File: src/sv/aspd_pkg.sv
`default_nettype none

package aspd_pkg;

  // Input event codes
  localparam logic [1:0] OP_TICK  = 2'd0;
  localparam logic [1:0] OP_WRITE = 2'd1;
  localparam logic [1:0] OP_READ  = 2'd2;

  // Bus request codes
  localparam logic [1:0] REQ_NONE  = 2'd0;
  localparam logic [1:0] REQ_START = 2'd1;
  localparam logic [1:0] REQ_READ  = 2'd2;

  // Event status codes
  localparam logic [2:0] ST_NONE     = 3'd0;
  localparam logic [2:0] ST_OK       = 3'd1;
  localparam logic [2:0] ST_BUS_ERR  = 3'd2;
  localparam logic [2:0] ST_RESERVED = 3'd3;
  localparam logic [2:0] ST_STALE    = 3'd4;
  localparam logic [2:0] ST_FAULT    = 3'd5;

  // Status bits carried in the top of the sensor frame
  localparam logic [1:0] FRAME_GOOD     = 2'd0;
  localparam logic [1:0] FRAME_RESERVED = 2'd1;
  localparam logic [1:0] FRAME_STALE    = 2'd2;
  localparam logic [1:0] FRAME_FAULT    = 2'd3;

  // Configuration register indexes
  localparam logic [1:0] CFG_KIND  = 2'd0;
  localparam logic [1:0] CFG_WAIT  = 2'd1;
  localparam logic [1:0] CFG_STALE = 2'd2;

  localparam int CFG_DATA_W = 16;

  // Reset values of the configuration
  localparam logic [7:0]  WAIT_RESET  = 8'd10;
  localparam logic [15:0] STALE_RESET = 16'd100;

  // Pressure decode: P = sign * floor((mag * gain + half) / div), where the psi
  // formula also adds 8 * mag (its gain is 8 * div + PSI_GAIN).
  localparam logic signed [16:0] PSI_ZERO  = 17'sd16383;
  localparam logic signed [16:0] INW_ZERO  = 17'sd1638;
  localparam logic [18:0] PSI_GAIN  = 19'd341557;
  localparam logic [18:0] INW_GAIN  = 19'd199072;
  localparam logic [33:0] PSI_HALF  = 34'd409575;
  localparam logic [33:0] INW_HALF  = 34'd163837;
  localparam logic [14:0] PSI_RECIP = 15'd10486;   // floor(2^33 / 819150)
  localparam logic [14:0] INW_RECIP = 15'd26214;   // floor(2^33 / 327675)
  localparam logic [33:0] PSI_DIV   = 34'd819150;
  localparam logic [33:0] INW_DIV   = 34'd327675;

  // Temperature decode: T = sign * floor((|3200*dt - 1637600| + 1023) / 2047)
  localparam logic [23:0] TMP_SCALE  = 24'd3200;
  localparam logic [23:0] TMP_OFFSET = 24'd1637600;
  localparam logic [22:0] TMP_HALF   = 23'd1023;
  localparam logic [35:0] TMP_RECIP  = 36'd4098;  // floor(2^23 / 2047)
  localparam logic [22:0] TMP_DIV    = 23'd2047;

  // Result beat, lowest field in the lowest bits
  typedef struct packed {
    logic                fresh;
    logic signed [12:0]  temperature;
    logic signed [18:0]  pressure;
    logic [2:0]          status;
    logic [1:0]          req;
  } result_t;

  // Second stage: control outcome and first product
  typedef struct packed {
    logic [1:0]  req;
    logic [2:0]  status;
    logic        fresh;
    logic        dec;
    logic        kind;
    logic        neg_p;
    logic [17:0] base;
    logic [33:0] prod;
    logic        neg_t;
    logic [22:0] nt;
  } s2_t;

  // Third stage: quotient estimates before correction
  typedef struct packed {
    logic [1:0]  req;
    logic [2:0]  status;
    logic        fresh;
    logic        dec;
    logic        kind;
    logic        neg_p;
    logic [17:0] base;
    logic [33:0] n;
    logic [13:0] qe;
    logic        neg_t;
    logic [22:0] nt;
    logic [11:0] qet;
  } s3_t;

endpackage

`default_nettype wire

File: src/sv/airspeed_sensor_poll_and_decode_top.sv
`default_nettype none

// Poller and decoder for a 4-byte differential-pressure sensor on a host bus.
//
// Input stream (s_*): one beat per event. s_tuser carries the event kind
// (millisecond tick, measure write finished, frame read finished); s_tdata
// carries the bus outcome flag and the four received frame bytes.
// Output stream (m_*): exactly one beat per input beat, in order, carrying the
// bus request to issue next, an event status, the stored pressure (1/16 Pa)
// and temperature (1/16 degC), and the freshness flag.
// Configuration: write cfg_data to register cfg_index while cfg_we is high,
// only while no beat is in flight. Index 0 selects the sensor formula, 1 the
// conversion wait in ms, 2 the staleness limit in ms.
//
// Throughput: one beat per cycle while the receiver is not stalling. A beat
// passes from input acceptance to m_tvalid through the input register, then the
// product and reciprocal-estimate stages of the divide-by-constant decode, then
// remainder correction into the output register.
// When the receiver stalls, the whole pipeline holds and s_tready drops until
// the output beat is taken. Reset clears the pipeline, the schedule, the stored
// sample and returns the configuration to its defaults; no clearing pass.
module airspeed_sensor_poll_and_decode_top
  import aspd_pkg::*;
#(
  parameter int TIME_BITS = 32
) (
  input  wire logic                  clk,
  input  wire logic                  rst,
  input  wire logic                  s_tvalid,
  output logic                       s_tready,
  input  wire logic [39:0]           s_tdata,   // [0] bus_ok, [32:1] frame_bytes, rest zero
  input  wire logic [1:0]            s_tuser,   // [1:0] opcode
  output logic                       m_tvalid,
  input  wire logic                  m_tready,
  output logic [39:0]                m_tdata,   // [1:0] bus_request, [4:2] event_status,
                                                // [23:5] pressure_sixteenth_pa,
                                                // [36:24] temperature_sixteenth_c,
                                                // [37] sample_fresh, rest zero
  input  wire logic                  cfg_we,
  input  wire logic [1:0]            cfg_index,
  input  wire logic [CFG_DATA_W-1:0] cfg_data
);

  // Configuration registers
  logic        kind;
  logic [7:0]  conv_wait;
  logic [15:0] stale_limit;

  // Schedule and sample state
  logic [TIME_BITS-1:0] now_ms;
  logic                 measure_pending;
  logic [TIME_BITS-1:0] measure_start_ms;
  logic                 have_sample;
  logic [TIME_BITS-1:0] last_sample_ms;
  logic signed [18:0]   pressure_store;
  logic signed [12:0]   temperature_store;

  // Pipeline
  logic        adv;
  logic        v1, v2, v3;
  logic [1:0]  op1;
  logic        ok1;
  logic [31:0] frame1;
  s2_t         s2, s2_next;
  s3_t         s3, s3_next;
  result_t     out_q;

  // Advance every stage together whenever the output register can take a beat
  assign adv      = !m_tvalid || m_tready;
  assign s_tready = adv;
  assign m_tdata  = {2'b00, out_q};

  // ---------------------------------------------------------------- config
  always_ff @(posedge clk) begin
    if (rst) begin
      kind        <= 1'b0;
      conv_wait   <= WAIT_RESET;
      stale_limit <= STALE_RESET;
    end else if (cfg_we) begin
      case (cfg_index)
        CFG_KIND:  kind        <= cfg_data[0];
        CFG_WAIT:  conv_wait   <= cfg_data[7:0];
        CFG_STALE: stale_limit <= cfg_data[15:0];
        default:   ;
      endcase
    end
  end

  // ---------------------------------------------------------------- stage 0
  // Register the input beat.
  always_ff @(posedge clk) begin
    if (rst) begin
      v1 <= 1'b0;
    end else if (adv) begin
      v1 <= s_tvalid;
    end
  end

  always_ff @(posedge clk) begin
    if (adv) begin
      op1    <= s_tuser;
      ok1    <= s_tdata[0];
      frame1 <= s_tdata[32:1];
    end
  end

  // ---------------------------------------------------------------- stage 1
  // Schedule decisions, state update and the first decode products.
  logic [TIME_BITS-1:0] now_next;
  logic                 pending_next;
  logic [TIME_BITS-1:0] start_next;
  logic                 have_next;
  logic [TIME_BITS-1:0] last_next;
  logic [1:0]           req1;
  logic [2:0]           status1;
  logic                 dec1;
  logic [TIME_BITS-1:0] wait_age;
  logic [TIME_BITS-1:0] sample_age;
  logic [13:0]          dp;
  logic [10:0]          dt;
  logic signed [16:0]   xp;
  logic signed [16:0]   xi;
  logic signed [16:0]   xsel;
  logic [16:0]          xmag;
  logic [14:0]          pmag;
  logic [23:0]          tscaled;
  logic                 tneg;
  logic [23:0]          tmag;

  always_comb begin
    now_next     = now_ms;
    pending_next = measure_pending;
    start_next   = measure_start_ms;
    have_next    = have_sample;
    last_next    = last_sample_ms;
    req1         = REQ_NONE;
    status1      = ST_NONE;
    dec1         = 1'b0;
    wait_age     = '0;
    unique case (op1)
      OP_TICK: begin
        now_next = now_ms + TIME_BITS'(1);
        wait_age = now_next - measure_start_ms;
        if (!measure_pending) begin
          req1 = REQ_START;
        end else if (wait_age > TIME_BITS'(conv_wait)) begin
          req1 = REQ_READ;
        end
      end
      OP_WRITE: begin
        if (ok1) begin
          pending_next = 1'b1;
          start_next   = now_ms;
        end else begin
          pending_next = 1'b0;
          status1      = ST_BUS_ERR;
        end
      end
      OP_READ: begin
        pending_next = 1'b0;
        req1         = REQ_START;
        if (!ok1) begin
          status1 = ST_BUS_ERR;
        end else begin
          case (frame1[31:30])
            FRAME_GOOD: begin
              dec1      = 1'b1;
              have_next = 1'b1;
              last_next = now_ms;
              status1   = ST_OK;
            end
            FRAME_RESERVED: status1 = ST_RESERVED;
            FRAME_STALE:    status1 = ST_STALE;
            default:        status1 = ST_FAULT;
          endcase
        end
      end
      default: ;
    endcase
    sample_age = now_next - last_next;
  end

  // Signed offset of the pressure count from the formula's zero point
  assign dp      = frame1[29:16];
  assign dt      = frame1[15:5];
  assign xp      = PSI_ZERO - $signed({2'b00, dp, 1'b0});
  assign xi      = INW_ZERO - $signed({3'b000, dp});
  assign xsel    = kind ? xi : xp;
  assign xmag    = xsel[16] ? 17'(-xsel) : 17'(xsel);
  assign pmag    = xmag[14:0];
  assign tscaled = 24'(dt) * TMP_SCALE;
  assign tneg    = tscaled < TMP_OFFSET;
  assign tmag    = tneg ? (TMP_OFFSET - tscaled) : (tscaled - TMP_OFFSET);

  always_comb begin
    s2_next        = '0;
    s2_next.req    = req1;
    s2_next.status = status1;
    s2_next.fresh  = have_next && (sample_age <= TIME_BITS'(stale_limit));
    s2_next.dec    = dec1;
    s2_next.kind   = kind;
    s2_next.neg_p  = xsel[16];
    s2_next.base   = kind ? 18'd0 : {pmag, 3'b000};
    s2_next.prod   = 34'(pmag) * 34'(kind ? INW_GAIN : PSI_GAIN);
    s2_next.neg_t  = tneg;
    s2_next.nt     = tmag[22:0] + TMP_HALF;
  end

  always_ff @(posedge clk) begin
    if (rst) begin
      now_ms           <= '0;
      measure_pending  <= 1'b0;
      measure_start_ms <= '0;
      have_sample      <= 1'b0;
      last_sample_ms   <= '0;
      v2               <= 1'b0;
    end else if (adv) begin
      v2 <= v1;
      if (v1) begin
        now_ms           <= now_next;
        measure_pending  <= pending_next;
        measure_start_ms <= start_next;
        have_sample      <= have_next;
        last_sample_ms   <= last_next;
      end
    end
  end

  always_ff @(posedge clk) begin
    if (adv) begin
      s2 <= s2_next;
    end
  end

  // ---------------------------------------------------------------- stage 2
  // Quotient estimates by reciprocal multiply; each is low by at most one.
  logic [33:0] pn;
  logic [48:0] pq_full;
  logic [35:0] tq_full;

  assign pn      = s2.prod + (s2.kind ? INW_HALF : PSI_HALF);
  assign pq_full = 49'(pn) * 49'(s2.kind ? INW_RECIP : PSI_RECIP);
  assign tq_full = 36'(s2.nt) * TMP_RECIP;

  always_comb begin
    s3_next        = '0;
    s3_next.req    = s2.req;
    s3_next.status = s2.status;
    s3_next.fresh  = s2.fresh;
    s3_next.dec    = s2.dec;
    s3_next.kind   = s2.kind;
    s3_next.neg_p  = s2.neg_p;
    s3_next.base   = s2.base;
    s3_next.n      = pn;
    s3_next.qe     = pq_full[46:33];
    s3_next.neg_t  = s2.neg_t;
    s3_next.nt     = s2.nt;
    s3_next.qet    = tq_full[34:23];
  end

  always_ff @(posedge clk) begin
    if (rst) begin
      v3 <= 1'b0;
    end else if (adv) begin
      v3 <= v2;
    end
  end

  always_ff @(posedge clk) begin
    if (adv) begin
      s3 <= s3_next;
    end
  end

  // ---------------------------------------------------------------- stage 3
  // Correct the estimates with one remainder compare, apply the sign.
  logic [33:0]        pdiv;
  logic [33:0]        prem;
  logic [14:0]        pq;
  logic [17:0]        pabs;
  logic signed [18:0] pressure_new;
  logic [22:0]        trem;
  logic [11:0]        tq;
  logic signed [12:0] temperature_new;
  logic signed [18:0] pressure_out;
  logic signed [12:0] temperature_out;

  assign pdiv = s3.kind ? INW_DIV : PSI_DIV;
  assign prem = s3.n - 34'(s3.qe) * pdiv;
  assign pq   = 15'(s3.qe) + 15'(prem >= pdiv);
  assign pabs = s3.base + 18'(pq);
  assign pressure_new = s3.neg_p ? -$signed({1'b0, pabs}) : $signed({1'b0, pabs});

  assign trem = s3.nt - 23'(s3.qet) * TMP_DIV;
  assign tq   = s3.qet + 12'(trem >= TMP_DIV);
  assign temperature_new = s3.neg_t ? -$signed({1'b0, tq}) : $signed({1'b0, tq});

  assign pressure_out    = s3.dec ? pressure_new : pressure_store;
  assign temperature_out = s3.dec ? temperature_new : temperature_store;

  always_ff @(posedge clk) begin
    if (rst) begin
      m_tvalid          <= 1'b0;
      pressure_store    <= '0;
      temperature_store <= '0;
    end else if (adv) begin
      m_tvalid <= v3;
      if (v3 && s3.dec) begin
        pressure_store    <= pressure_new;
        temperature_store <= temperature_new;
      end
    end
  end

  always_ff @(posedge clk) begin
    if (adv && v3) begin
      out_q.req         <= s3.req;
      out_q.status      <= s3.status;
      out_q.pressure    <= pressure_out;
      out_q.temperature <= temperature_out;
      out_q.fresh       <= s3.fresh;
    end
  end

  // ---------------------------------------------------------------- checks
  // A decoded frame leaves the pipeline reported as a good sample.
  a_dec_reports_ok: assert property (@(posedge clk) disable iff (rst)
    (adv && v3 && s3.dec) |=> (m_tvalid && out_q.status == ST_OK))
    else $error("decoded frame not reported as good sample");

  // A read request in flight implies a measurement is pending.
  a_read_needs_pending: assert property (@(posedge clk) disable iff (rst)
    (v2 && s2.req == REQ_READ) |-> measure_pending)
    else $error("read requested without pending measurement");

  // A finished read always clears the pending measurement.
  a_read_clears: assert property (@(posedge clk) disable iff (rst)
    (adv && v1 && op1 == OP_READ) |=> !measure_pending)
    else $error("pending measurement survived a frame read");

  // Freshness is only claimed once a sample exists.
  a_fresh_has_sample: assert property (@(posedge clk) disable iff (rst)
    (m_tvalid && out_q.fresh) |-> have_sample)
    else $error("fresh flag without a stored sample");

  // Decoded temperature stays in the sensor's range.
  a_temp_range: assert property (@(posedge clk) disable iff (rst)
    m_tvalid |-> (out_q.temperature >= -13'sd800 && out_q.temperature <= 13'sd2400))
    else $error("temperature outside sensor range");

endmodule

`default_nettype wire

File: config.mk
export PLATFORM = sky130hd
export DESIGN_NAME = airspeed_sensor_poll_and_decode_top
export DESIGN_NICKNAME = d
export VERILOG_FILES = /design/src/sv/aspd_pkg.sv /design/src/sv/airspeed_sensor_poll_and_decode_top.sv
export SDC_FILE = /design/constraint.sdc
export NUM_CORES = 2
export LEC_CHECK = 0
export ABC_CLOCK_PERIOD_IN_PS = 13600
export BUFFER_PORTS_ARGS = -buffer_cell sky130_fd_sc_hd__buf_2
export CORE_MARGIN = 4
export CORE_UTILIZATION = 56
export CTS_CLUSTER_SIZE = 14
export DETAILED_ROUTE_END_ITERATION = 12
export GPL_TIMING_DRIVEN = 0
export PLACE_DENSITY = 0.81
export SLEW_MARGIN = 25
export SYNTH_ARGS = -nofsm -noshare
export SYNTH_HDL_FRONTEND = slang
export SYNTH_SLANG_ARGS = --single-unit
export TNS_END_PERCENT = 5
File: constraint.sdc
create_clock -name clk -period 13.6 [get_ports clk]
set_input_delay 2.04 -clock clk [delete_from_list [all_inputs] [get_ports clk]]
set_output_delay 2.04 -clock clk [all_outputs]
set_load 0.05 [all_outputs]
== Word-level counts from Yosys, hierarchy flattened ==
Index checks and enable logic that the tools add are counted.

* Flip-flop bits (word level): 428
* Input bits: 65
* Output and inout bits: 42
* Logic and storage cells: 124

* Add/sub/neg operators: 17
* Multipliers: 6
* $lt $le $gt $ge: 5
* Equal/unequal tests: 6
* Mux-type cells: 28
* Reduce and logical (&&, ||, !) cells: 17

{| class="wikitable"
|+ Operator list
! operator !! count
|-
| 32-bit two-way mux || 4
|-
| 19-bit two-way mux || 4
|-
| 32-bit subtractor || 2
|-
| 34-bit by 15-bit multiplier with 47-bit output || 1
|-
| 34-bit by 19-bit adder with 34-bit output || 1
|-
| 34-bit by 20-bit >= comparator with 1-bit output || 1
|-
| 14-bit by 20-bit multiplier with 34-bit output || 1
|-
| 15-bit by 19-bit multiplier with 34-bit output || 1
|-
| 23-bit by 12-bit multiplier with 34-bit output (second input constant) || 1
|-
| 34-bit subtractor || 1
|-
| 32-bit by 1-bit adder with 32-bit output (second input constant) || 1
|-
| 32-bit by 8-bit > comparator with 1-bit output || 1
|-
| 32-bit by 16-bit less-or-equal comparator with 1-bit output || 1
|-
| 15-bit two-way mux || 2
|-
| 13-bit two-way mux || 2
|-
| 23-bit by 10-bit adder with 23-bit output (second input constant) || 1
|-
| 23-bit by 11-bit >= comparator with 1-bit output (second input constant) || 1
|-
| 23-bit by 21-bit less-than comparator with 1-bit output (second input constant) || 1
|-
| 12-bit by 11-bit multiplier with 23-bit output (second input constant) || 1
|-
| 23-bit two-way mux || 1
|-
| 21-bit by 23-bit subtractor with 23-bit output (first input constant) || 1
|-
| 23-bit by 21-bit subtractor with 23-bit output (second input constant) || 1
|-
| 23-bit subtractor || 1
|-
| 20-bit two-way mux || 1
|-
| other kinds (27) || 46
|}

== Depth between registers and ports, before layout ==
* Depth after elaboration: 9
* Gate-level depth with buffers: 49
* Gate-level depth less buffers: 48

== Least setup slack after synthesis ==
OpenSTA, ideal clock, no wires.

* Path type: input -> register
* Start: input port m_tready
* End: register pressure_store[13]
* Library setup time: 0.130 ns
* Arrival time: 11.180 ns
* Required time: 13.470 ns
* Setup slack: 2.290 ns
* Stages: 8
* Path buffers: 2
* Cell sequence: nand2b_1 -> clkbuf_1 -> inv_1 -> nor2_1 -> nand2_1 -> clkbuf_1 -> nor2_1 -> nor3_1

* Word-level cells in the longest chain between the ends: 2

{| class="wikitable"
|+ Ends and longest elaborated chain
! element !! RTL line !! source
|-
| start: declaration || airspeed_sensor_poll_and_decode_top.sv:34 || <nowiki>input wire logic m_tready,</nowiki>
|-
| 1-bit logical OR || airspeed_sensor_poll_and_decode_top.sv:69 || <nowiki>assign adv = !m_tvalid || m_tready;</nowiki>
|-
| named net s_tready || airspeed_sensor_poll_and_decode_top.sv:30 || <nowiki>output logic s_tready,</nowiki>
|-
| 2-bit AND reduction (no line) || -- ||
|-
| end signal: assignment || airspeed_sensor_poll_and_decode_top.sv:309 || <nowiki>pressure_store <= pressure_new;</nowiki>
|-
| end: declaration || airspeed_sensor_poll_and_decode_top.sv:55 || <nowiki>logic signed [18:0] pressure_store;</nowiki>
|}

The timed path passes the listed nets, and every way through them passes these cells.
A chain may end at the register's enable or synchronous reset.

== Worst setup path in the final report ==
* Start: register s3[103] in the netlist's numbering
* End: register out_q (netlist bit m_tdata[21]), data pin

* Word-level cells in the longest chain between the ends: 9

{| class="wikitable"
|+ Ends and longest elaborated chain
! element !! RTL line !! source
|-
| start: declaration || airspeed_sensor_poll_and_decode_top.sv:65 || <nowiki>s3_t s3, s3_next;</nowiki>
|-
| start signal: assignment || airspeed_sensor_poll_and_decode_top.sv:271 || <nowiki>s3 <= s3_next;</nowiki>
|-
| 20-bit two-way mux * || airspeed_sensor_poll_and_decode_top.sv:288 || <nowiki>assign pdiv = s3.kind ? INW_DIV : PSI_DIV;</nowiki>
|-
| 14-bit by 20-bit multiplier with 34-bit output || airspeed_sensor_poll_and_decode_top.sv:289 || <nowiki>assign prem = s3.n - 34'(s3.qe) * pdiv;</nowiki>
|-
| 34-bit subtractor || airspeed_sensor_poll_and_decode_top.sv:289 ||
|-
| 34-bit by 20-bit >= comparator with 1-bit output * || airspeed_sensor_poll_and_decode_top.sv:290 || <nowiki>assign pq = 15'(s3.qe) + 15'(prem >= pdiv);</nowiki>
|-
| 14-bit by 1-bit adder with 15-bit output * || airspeed_sensor_poll_and_decode_top.sv:290 ||
|-
| 18-bit by 15-bit adder with 18-bit output * || airspeed_sensor_poll_and_decode_top.sv:291 || <nowiki>assign pabs = s3.base + 18'(pq);</nowiki>
|-
| 18-bit negator with 19-bit output || airspeed_sensor_poll_and_decode_top.sv:292 || <nowiki>assign pressure_new = s3.neg_p ? -$signed({1'b0, pabs}) : $signed({1'b0, pabs});</nowiki>
|-
| 19-bit two-way mux * || airspeed_sensor_poll_and_decode_top.sv:292 ||
|-
| 19-bit two-way mux * || airspeed_sensor_poll_and_decode_top.sv:298 || <nowiki>assign pressure_out = s3.dec ? pressure_new : pressure_store;</nowiki>
|-
| named net pressure_out[16] || airspeed_sensor_poll_and_decode_top.sv:285 || <nowiki>logic signed [18:0] pressure_out;</nowiki>
|-
| end: declaration || airspeed_sensor_poll_and_decode_top.sv:66 || <nowiki>result_t out_q;</nowiki>
|}

The timed path passes the listed nets; every way through them passes the cells marked *.

==> results by group <==
Critical path
  • Worst R2R Path Depth: 45
  • Reg2Reg Capture Point: m_tdata[21]
  • Reg2Reg Setup Slack: 0.82 ns
  • Startpoint types: register
  • Max Fanout on Critical Path: 12
  • Worst path max stage delay: 0.68 ns
  • Worst EP arrival: 13.14 ns
  • Slowest CP cell: clkbuf_1
  • Worst Path Buf+Inv: 7
  • CP delay by family, top: adder cells
  • Kind of critical path: reg2reg
  • R2R Path Start: s3[103]
  • CP Data Required Time: 13.96 ns
  • Crit path depth: 45
  • Crit end category: register

Global routing
  • Total grt overflow: 0
  • First-pass GRT wire length: 206 mm
  • All-Layer GR Usage: 25.7%
  • Initial antenna violation count: 13
  • Largest net degree at the start of global routing: 49
  • Vias in the first global route: 40535

Synth
  • Synth Area in Adders: 42.8%
  • Synth Area per Inst: 9.51 sq um
  • XOR/XNOR share of the synthesized area: 5.89%
  • Synth Area in Compound Gates: 9.69%
  • Count of different cell masters after synthesis: 94
  • Synth Register Bits: 403
  • Seq/Total Area, Yosys: 19.7%
  • Mapped cell area: 0.0532 sq mm
  • Synth async-reset ratio: 0%
  • Syn Inst Count: 5599
  • Largest family of logic cells by synthesized area: adder cells
  • EDFF count, synth: 244
  • Synth Warn #: 0
  • Mux share of post-synthesis cell area: 1.67%
  • Simple-gate share of the synthesized area: 10.7%
  • Main synth FF type: edfxtp_1

Routing
  • Routed wire per std cell: 17.8 microns
  • Drt via density: 5.53
  • Remaining antenna violation count: 0
  • Vias: 39017
  • 1st-iter DRT viols: 2786
  • First-pass DRT Iterations: 5
  • Total Routed Length: 125 mm
  • Post-route DRC: 0

Worst hold path
  • Hold Path End: m_tdata[37]
  • Hold path depth: 0
  • Hold Crit Start: s3[105]
  • Hold Path Class: reg2reg

STA
  • Total negative slack: 0 ns
  • Hold slack: 0.396 ns
  • Max Fclk: 0.0782 GHz
  • Final critical-path required period: 12.78 ns
  • RSZ-0062 raised after global routing: no
  • Setup-failing EPs final: 0
  • Final Hold Viols: 0
  • Tcrit/Tclk final: 94.0%
  • Worst slew pin tran: 1.11 ns
  • Slew Limit Fails: 0
  • Clk_skew: 0.0464 ns
  • Worst rel slew slack: 25.9%

Clock tree
  • Sink Count: 403
  • Num CTS Buffers: 47
  • Root Driver: clkbuf_16
  • CTS tree: yes
  • Clk buf depth: 3
  • Worst-path clk slew: 0.06 ns
  • Post-CTS Setup Bufs: 0
  • Max H-tree Level: 2
  • Clock latency on the worst-skew pair: 0.64 ns

Floorplan
  • Die width: 316 microns
  • IO Pins: 107
  • Die height: 316 microns
  • Core Rows: 112
  • Core ar.: 0.0939 sq mm
  • Initial Utilization: 56.7%
  • Die Area: 0.100 sq mm

Placement
  • HPWL Detailed: 105 mm
  • Dpl cells: 6965
  • IO Port Bufs: 91
  • RD Place Congestion: 0.965
  • Area after DPL: 0.0555 sq mm

Final layout
  • Most common cell after layout, fill and taps aside: inv_1
  • Nets: 7252
  • Area occupied by multi-input gates: 0.0378 sq mm
  • Seq. cell area: 0.0105 sq mm
  • Design area: 0.0572 sq mm
  • Layout cell share with drive strength beyond 1: 4.85%
  • # fillers: 7726
  • Area grow syn2layout: 7.40%
  • Most frequent cells in the layout: inv_1, ha_1, fa_1, nand2_1, nor2_1
  • Final Instance Count excl. Fillers: 7058

Outcome
  • Outcome: completed

Job
  • Max_cap viols: 0
flip-flops by register name, summed over array words and instances, names as in the netlist:
register / flops
op1: 2
last_sample_ms: 32
stale_limit: 16
v2: 1
conv_wait: 8
have_sample: 1
s3: 101
measure_pending: 1
v1: 1
now_ms: 32
pressure_store: 19
s2: 75
v3: 1
frame1: 27
m_tdata: 38
measure_start_ms: 32
kind: 1
ok1: 1
m_tvalid: 1
temperature_store: 13
per-stage QoR:
stage | setup slack [ns] | utilization (%)
after floorplan | 2.29 | -
after global placement | -1.44 | 58.9
after detailed placement | 0.573 | 59.1
after CTS | 0.534 | 60.9
after global routing | 0.0615 | 60.9
final | 0.818 | 60.9
cells in the mapped netlist (35+ instances only):
| master | n | area share [%] |
|---|---|---|
| and3_1 | 39 | 0.46 |
| or2_2 | 40 | 0.47 |
| nand3_1 | 87 | 0.82 |
| mux2i_1 | 63 | 1.2 |
| nand2_1 | 341 | 2.4 |
| a211oi_1 | 59 | 0.83 |
| xor2_1 | 130 | 2.1 |
| o21ai_0 | 128 | 1.2 |
| nor2_1 | 332 | 2.3 |
| nand2b_1 | 46 | 0.54 |
| a21oi_1 | 267 | 2.5 |
| dfxtp_1 | 159 | 6.0 |
| or3_1 | 36 | 0.42 |
| ha_1 | 774 | 18 |
| clkbuf_1 | 152 | 1.1 |
| inv_1 | 1163 | 8.2 |
| a21o_1 | 98 | 1.4 |
| fa_1 | 654 | 25 |
| nand4_1 | 47 | 0.55 |
| xnor2_1 | 218 | 3.6 |
| nor2b_1 | 35 | 0.41 |
| and2_1 | 49 | 0.58 |
| edfxtp_1 | 244 | 14 |
| nor3_1 | 66 | 0.62 |
worst reg2reg max path, delay by kind of cell (launching register included):
kind / cells / cell delay (ns)
xor+xnor: 3 / 0.47
compound gates: 17 / 3.69
simple gates: 7 / 2.17
mux: 1 / 0.30
fa+ha+maj: 10 / 4.02
flops: 1 / 0.59
buf+inv: 7 / 1.28
worst max path at each step:
stage / from / endpoint / slack, ns
after floorplan: m_tready / pressure_store[13] / 2.29
after global placement: m_tready / pressure_store[18] / -1.44
after detailed placement: s3[103] / m_tdata[22] / 0.57
after CTS: s3[103] / m_tdata[22] / 0.53
after global routing: s3[103] / m_tdata[22] / 0.06
final: s3[103] / m_tdata[21] / 0.82
cell families (layout without fill, tap and decap cells):
logic type | Yosys count | in the layout
mux | 86 | 86
simple gates | 1191 | 1191
fa+ha+maj | 1429 | 1429
other cells | 2 | 24
xor+xnor | 353 | 353
flops | 403 | 403
compound gates | 794 | 794
buf+inv | 1341 | 1524
routing by layer:
metal | GRT usage, % | vias up | wire [microns]
li1 | - | 18547 | -
met1 | 33.7 | 18998 | 52600
met2 | 42.9 | 1166 | 58900
met3 | 5.03 | 294 | 9150
met4 | 8.70 | 12 | 4650
met5 | 0 | - | 86
timing repair:
item,in CTS,in global routing
endpoints found under the setup margin,0,7
hold buffers,0,0
gates resized for setup,0,2
final cells by class:
class                           instances  area share (%)
Multi-Input combinational cell       3870            66.0
Clock inverter                         23           0.597
Clock buffer                           64            2.32
Antenna cell                            7          0.0306
Tap cell                             1254            2.74
Inverter                             1164            7.64
Buffer                                176            1.20
Sequential cell                       403            18.4
Timing Repair Buffer                   97            1.06
Power is not shown: default switching activity piles up to over one toggle a cycle in this logic, so the estimate is an artifact.
